===== src/design/salc_pkg.sv =====
// Shared constants, types and width helpers for the set-associative LRU lookup core.
`default_nettype none

package salc_pkg;

   // Default geometry.
   localparam int WAYS_DEF       = 4;
   localparam int SETS_DEF       = 64;
   localparam int LINE_BYTES_DEF = 32;
   localparam int ADDR_BITS_DEF  = 32;

   // Width of the address port.
   localparam int ADDR_IN_W = 32;

   // Entries in the request queue between front and back (power of two).
   localparam int QUEUE_DEPTH = 2;

   typedef enum logic [1:0] {
      BACK_CLEAR,
      BACK_IDLE,
      BACK_UPDATE
   } back_state_type;

   function automatic int idx_width(input int sets);
      return (sets > 1) ? $clog2(sets) : 1;
   endfunction

   function automatic int way_width(input int ways);
      return (ways > 1) ? $clog2(ways) : 1;
   endfunction

   // Tag bits left above the set index within the used part of the address.
   function automatic int tag_width(input int sets, input int line_bytes, input int addr_bits);
      int eff;
      int w;
      eff = (addr_bits < ADDR_IN_W) ? addr_bits : ADDR_IN_W;
      w   = eff - $clog2(line_bytes) - $clog2(sets);
      return (w < 1) ? 1 : w;
   endfunction

endpackage

`default_nettype wire


===== src/design/salc_front.sv =====
// Front end: take requests, split the address into set and tag, and queue them.
`default_nettype none

module salc_front #(
   parameter int WAYS       = salc_pkg::WAYS_DEF,
   parameter int SETS       = salc_pkg::SETS_DEF,
   parameter int LINE_BYTES = salc_pkg::LINE_BYTES_DEF,
   parameter int ADDR_BITS  = salc_pkg::ADDR_BITS_DEF
) (
   input  wire logic                                 clock,
   input  wire logic                                 reset,
   input  wire logic                                 start,
   output logic                                      busy,
   input  wire logic [salc_pkg::ADDR_IN_W-1:0]       req_address,
   input  wire logic                                 clear_active,
   output logic                                      q_valid,
   input  wire logic                                 q_pop,
   output logic [salc_pkg::idx_width(SETS)-1:0]      q_set,
   output logic [salc_pkg::tag_width(SETS, LINE_BYTES, ADDR_BITS)-1:0] q_tag
);

   localparam int AW     = salc_pkg::ADDR_IN_W;
   localparam int IDX_W  = salc_pkg::idx_width(SETS);
   localparam int TAG_W  = salc_pkg::tag_width(SETS, LINE_BYTES, ADDR_BITS);
   localparam int OFF_W  = $clog2(LINE_BYTES);
   localparam int IDX_SH = $clog2(SETS);
   localparam int QD     = salc_pkg::QUEUE_DEPTH;
   localparam int PTR_W  = (QD > 1) ? $clog2(QD) : 1;
   localparam int CNT_W  = $clog2(QD + 1);
   localparam logic [AW-1:0] ADDR_MASK =
      (ADDR_BITS >= AW) ? {AW{1'b1}} : ~({AW{1'b1}} << ADDR_BITS);
   localparam logic [IDX_W-1:0] SET_MASK = IDX_W'(SETS - 1);

   logic [AW-1:0]    addr_used;
   logic [AW-1:0]    line_num;
   logic [IDX_W-1:0] set_dec;
   logic [TAG_W-1:0] tag_dec;
   logic             push;

   logic [IDX_W-1:0] q_set_ff [QD];
   logic [TAG_W-1:0] q_tag_ff [QD];
   logic [PTR_W-1:0] wr_ptr_ff, wr_ptr_in;
   logic [PTR_W-1:0] rd_ptr_ff, rd_ptr_in;
   logic [CNT_W-1:0] count_ff, count_in;

   // Drop address bits above the used width, then strip the line offset.
   always_comb begin
      addr_used = req_address & ADDR_MASK;
      line_num  = addr_used >> OFF_W;
      set_dec   = IDX_W'(line_num) & SET_MASK;
      tag_dec   = TAG_W'(line_num >> IDX_SH);
   end

   assign busy    = (count_ff == CNT_W'(QD)) || clear_active;
   assign push    = start && !busy;
   assign q_valid = (count_ff != '0);
   assign q_set   = q_set_ff[rd_ptr_ff];
   assign q_tag   = q_tag_ff[rd_ptr_ff];

   always_comb begin
      wr_ptr_in = push  ? wr_ptr_ff + PTR_W'(1) : wr_ptr_ff;
      rd_ptr_in = q_pop ? rd_ptr_ff + PTR_W'(1) : rd_ptr_ff;
      count_in  = count_ff + CNT_W'(push) - CNT_W'(q_pop);
   end

   always_ff @(posedge clock) begin
      if (reset) begin
         wr_ptr_ff <= '0;
         rd_ptr_ff <= '0;
         count_ff  <= '0;
      end else begin
         wr_ptr_ff <= wr_ptr_in;
         rd_ptr_ff <= rd_ptr_in;
         count_ff  <= count_in;
      end
   end

   always_ff @(posedge clock) begin
      if (push) begin
         q_set_ff[wr_ptr_ff] <= set_dec;
         q_tag_ff[wr_ptr_ff] <= tag_dec;
      end
   end

   a_pop_needs_entry: assert property (@(posedge clock) disable iff (reset)
      q_pop |-> q_valid)
      else $error("request popped from empty queue");

   a_count_bound: assert property (@(posedge clock) disable iff (reset)
      count_ff <= CNT_W'(QD))
      else $error("request queue overfilled");

   a_count_track: assert property (@(posedge clock) disable iff (reset)
      (push && !q_pop) |=> (count_ff == $past(count_ff) + CNT_W'(1)))
      else $error("queue count missed a push");

endmodule

`default_nettype wire


===== config.mk =====
export PLATFORM = sky130hd
export DESIGN_NAME = salc_front
export DESIGN_NICKNAME = d
export VERILOG_FILES = /design/src/design/salc_pkg.sv /design/src/design/salc_front.sv
export SDC_FILE = /design/constraint.sdc
export NUM_CORES = 1
export LEC_CHECK = 0
export ABC_AREA = 1
export ABC_CLOCK_PERIOD_IN_PS = 2600
export BUFFER_PORTS_ARGS = -buffer_cell sky130_fd_sc_hd__buf_2
export CORE_UTILIZATION = 45
export CTS_CLUSTER_DIAMETER = 200
export DETAILED_ROUTE_END_ITERATION = 12
export GPL_ROUTABILITY_DRIVEN = 0
export PLACE_DENSITY = 0.71
export SLEW_MARGIN = 5
export SYNTH_ARGS = -nofsm -noshare
export SYNTH_HDL_FRONTEND = slang
export SYNTH_SLANG_ARGS = --single-unit
export TNS_END_PERCENT = 1

===== constraint.sdc =====
create_clock -name clock -period 2.6 [get_ports clock]
set_input_delay 0.26 -clock clock [delete_from_list [all_inputs] [get_ports clock]]
set_output_delay 0.26 -clock clock [all_outputs]
set_load 0.02 [all_outputs]

==> impl_metrics.tcl <==
set metrics [dict create \
    power.switching_w 0.000504 \
    slowest_stage "dfxtp_2" \
    dp_cells 246 \
    clk_path_buf_depth 2 \
    min_path_type "in -> reg" \
    whs_path_depth 1 \
    numPortBuffers 60 \
    ys_seq_area_share_pct 74.9 \
    track_usage_pct 14.6 \
    nets 229 \
    first_global_vias 1234 \
    p_per_area_nw_per_um2 813 \
    max_freq_ghz 0.491 \
    die_area_um2 5400 \
    combPwrFrac_pct 11.5 \
    most-common-layout-cells "60 x buf_2, 54 x edfxtp_1, 20 x mux2_4" \
    drive_above_1_share_pct 55.4 \
    worstPathRequired_ns 2.34 \
    rsz0062_at_grt "false" \
    seqPwrFrac_pct 47.7 \
    global_route.overflow_total 0 \
    critPathCaptureType "primary output" \
    crit_arrival_ns 1.78 \
    status "finished clean" \
    hp-start "req_address[13]" \
    vias 1197 \
    synth_top_area_share_pct 70.5 \
    crit_chain "mux2_2 -> buf_2" \
    drtIter0Drc 40 \
    worst-path-max-fanout 27 \
    synth_top_flop_cell "edfxtp_1" \
    syn_avg_cell_area_um2 19.3 \
    antenna_found_initial 0 \
    pre_cts_slack_ns 0.871 \
    first_pass_iters 4 \
    fin_worst_skew_ns 0.00546 \
    vdd_ir_drop_max_mv 0.556 \
    num_antenna_cells 0 \
    r2r-start "count_ff[0]" \
    setup_viol 0 \
    fin_util_pct 60.0 \
    worst-path-buf-inv 1 \
    die_h_um 73.5 \
    htreeDepth 3 \
    path_clk_slew_ns 0.06 \
    yosys_warnings 0 \
    max_cap_violations 0 \
    syn_nets 158 \
    p_clk_share_pct 40.8 \
    setup_ws_ns 0.562 \
    wl_um 3660 \
    syn_inst 119 \
    max_stage_delay_ns 0.87 \
    drt-wirelength-per-cell_um 14.0 \
    clock_latency_ns 0.33 \
    area_delta_synth_final_pct 25.7 \
    syn_area_um2 2300 \
    fin_crit_sh_pct 78.4 \
    grt_pass1_wl_um 5460 \
    core_region_area_um2 4820 \
    maxSlewViolCount 0 \
    placed_area_um2 2660 \
    ys_ff_latch 59 \
    r2r_end "count_ff[1]" \
    synth_top_area_cell "edfxtp_1" \
    cts_tree "built" \
    reg2reg_slack_ns 1.06 \
    cts_hold_buf 0 \
    clock_sink_count 59 \
    post-route-min-period_ns 2.04 \
    drtAntennaViolNets 0 \
    ys_types 15 \
    start_util_pct 47.7 \
    viasPerCell 4.57 \
    hpwl_um 2520 \
    drc 0 \
    die_w_um 73.5 \
    crit_family "flip-flops" \
    num_rows 25 \
    hold_path_end "q_tag_ff[1][2]" \
    instances_no_fill 262 \
    sw_frac_of_total_pct 21.4 \
    critPathLaunchType "flop" \
    ios 66 \
    hold_viol 0 \
    synth.area.top_cells "edfxtp_1 71%, mux2_4 13%, dfxtp_1 4.4%" \
    slew_headroom_pct 44.6 \
    final_common_cell "buf_2" \
    cts_resized 0 \
    cellLeakagePower_nw 1.19 \
    post-route-cell-area_um2 2890 \
    tns_ns 0 \
    worstSetupPathType "reg -> out" \
    rr_worst_depth 7 \
    async_reset_ff_share_pct 0 \
    post_cts_buffers 0 \
    grt_max_degree 28 \
    worst_pin_slew_ns 0.830 \
    numCtsBuffers 9 \
    synth_edf_count 54 \
    internal_power_w 0.00185 \
    root_buffer "clkbuf_8" \
]
[worst max-delay path by stage]
| stage | start | end | cells after the start |
|---|---|---|---|
| floorplan | count_ff[0] | q_set_ff[0][0] | 4 |
| global placement | flop | q_set[2] | 2 |
| detailed placement | flop | q_set[2] | 2 |
| CTS | flop | q_set[2] | 2 |
| global route | flop | q_set[2] | 2 |
| finish | flop | q_set[2] | 2 |
[routing by layer]
metal | global-route usage, % | part of all wire (%) | vias to the layer above
met5 | 0 | 0 | -
met4 | 7.05 | 1.6 | 0
met3 | 7.82 | 6.0 | 6
met2 | 26.0 | 54 | 36
met1 | 13.4 | 39 | 575
li1 | - | - | 580
[kinds of logic (layout without fill, tap and decap cells)]
group / count (synthesis) / in the layout / share of synthesized area, %
buffers and inverters: 12 / 88 / 3.70
adder cells (fa/ha/maj): 2 / 2 / 1.09
XOR/XNOR: 1 / 1 / 0.381
flip-flops: 59 / 59 / 74.9
AND/OR/NAND/NOR: 17 / 17 / 3.21
multiplexers: 27 / 27 / 16.5
AO/OA/AOI/OAI: 1 / 1 / 0.218
[final cells by class]
cell class,instances,area (um^2)
clock buffer,10,128
clock inverter,6,104
fill,385,1930
inverter,9,33.8
multi-input combinational,48,494
sequential,59,1720
tap,67,83.8
timing repair buffer,63,323
[through the flow]
step,total power [W],hold WS (ns)
3_5_place_dp,0.00142,0.451
4_1_cts,0.00237,0.104
5_1_grt,0.00243,0.102
3_3_place_gp,0.00140,0.449
2_1_floorplan,0.00133,0.331
6_report,0.00235,0.118
[sequential cells by signal (all words and copies together) (netlist names), named ones only]
signal and cells:
q_tag_ff 42, q_set_ff 12, count_ff 2, rd_ptr_ff 1, wr_ptr_ff 1
[synthesized netlist by cell type, types with 2 or more instances]
library cell,instances
nand3_1,2
ha_1,2
edfxtp_1,54
mux2_2,7
nor2_1,6
buf_12,2
inv_1,9
or2_2,2
mux2_4,20
nand2_1,6
dfxtp_1,5
[power groups by stage]
stage	Combinational, W	Sequential (W)	Clock [W]
6_report	0.000270	0.00112	0.000959
3_5_place_dp	0.000273	0.00114	0
5_1_grt	0.000290	0.00113	0.00102
4_1_cts	0.000274	0.00112	0.000975
2_1_floorplan	0.000212	0.00112	0
3_3_place_gp	0.000261	0.00114	0
Power figures use the tool's default switching activity.
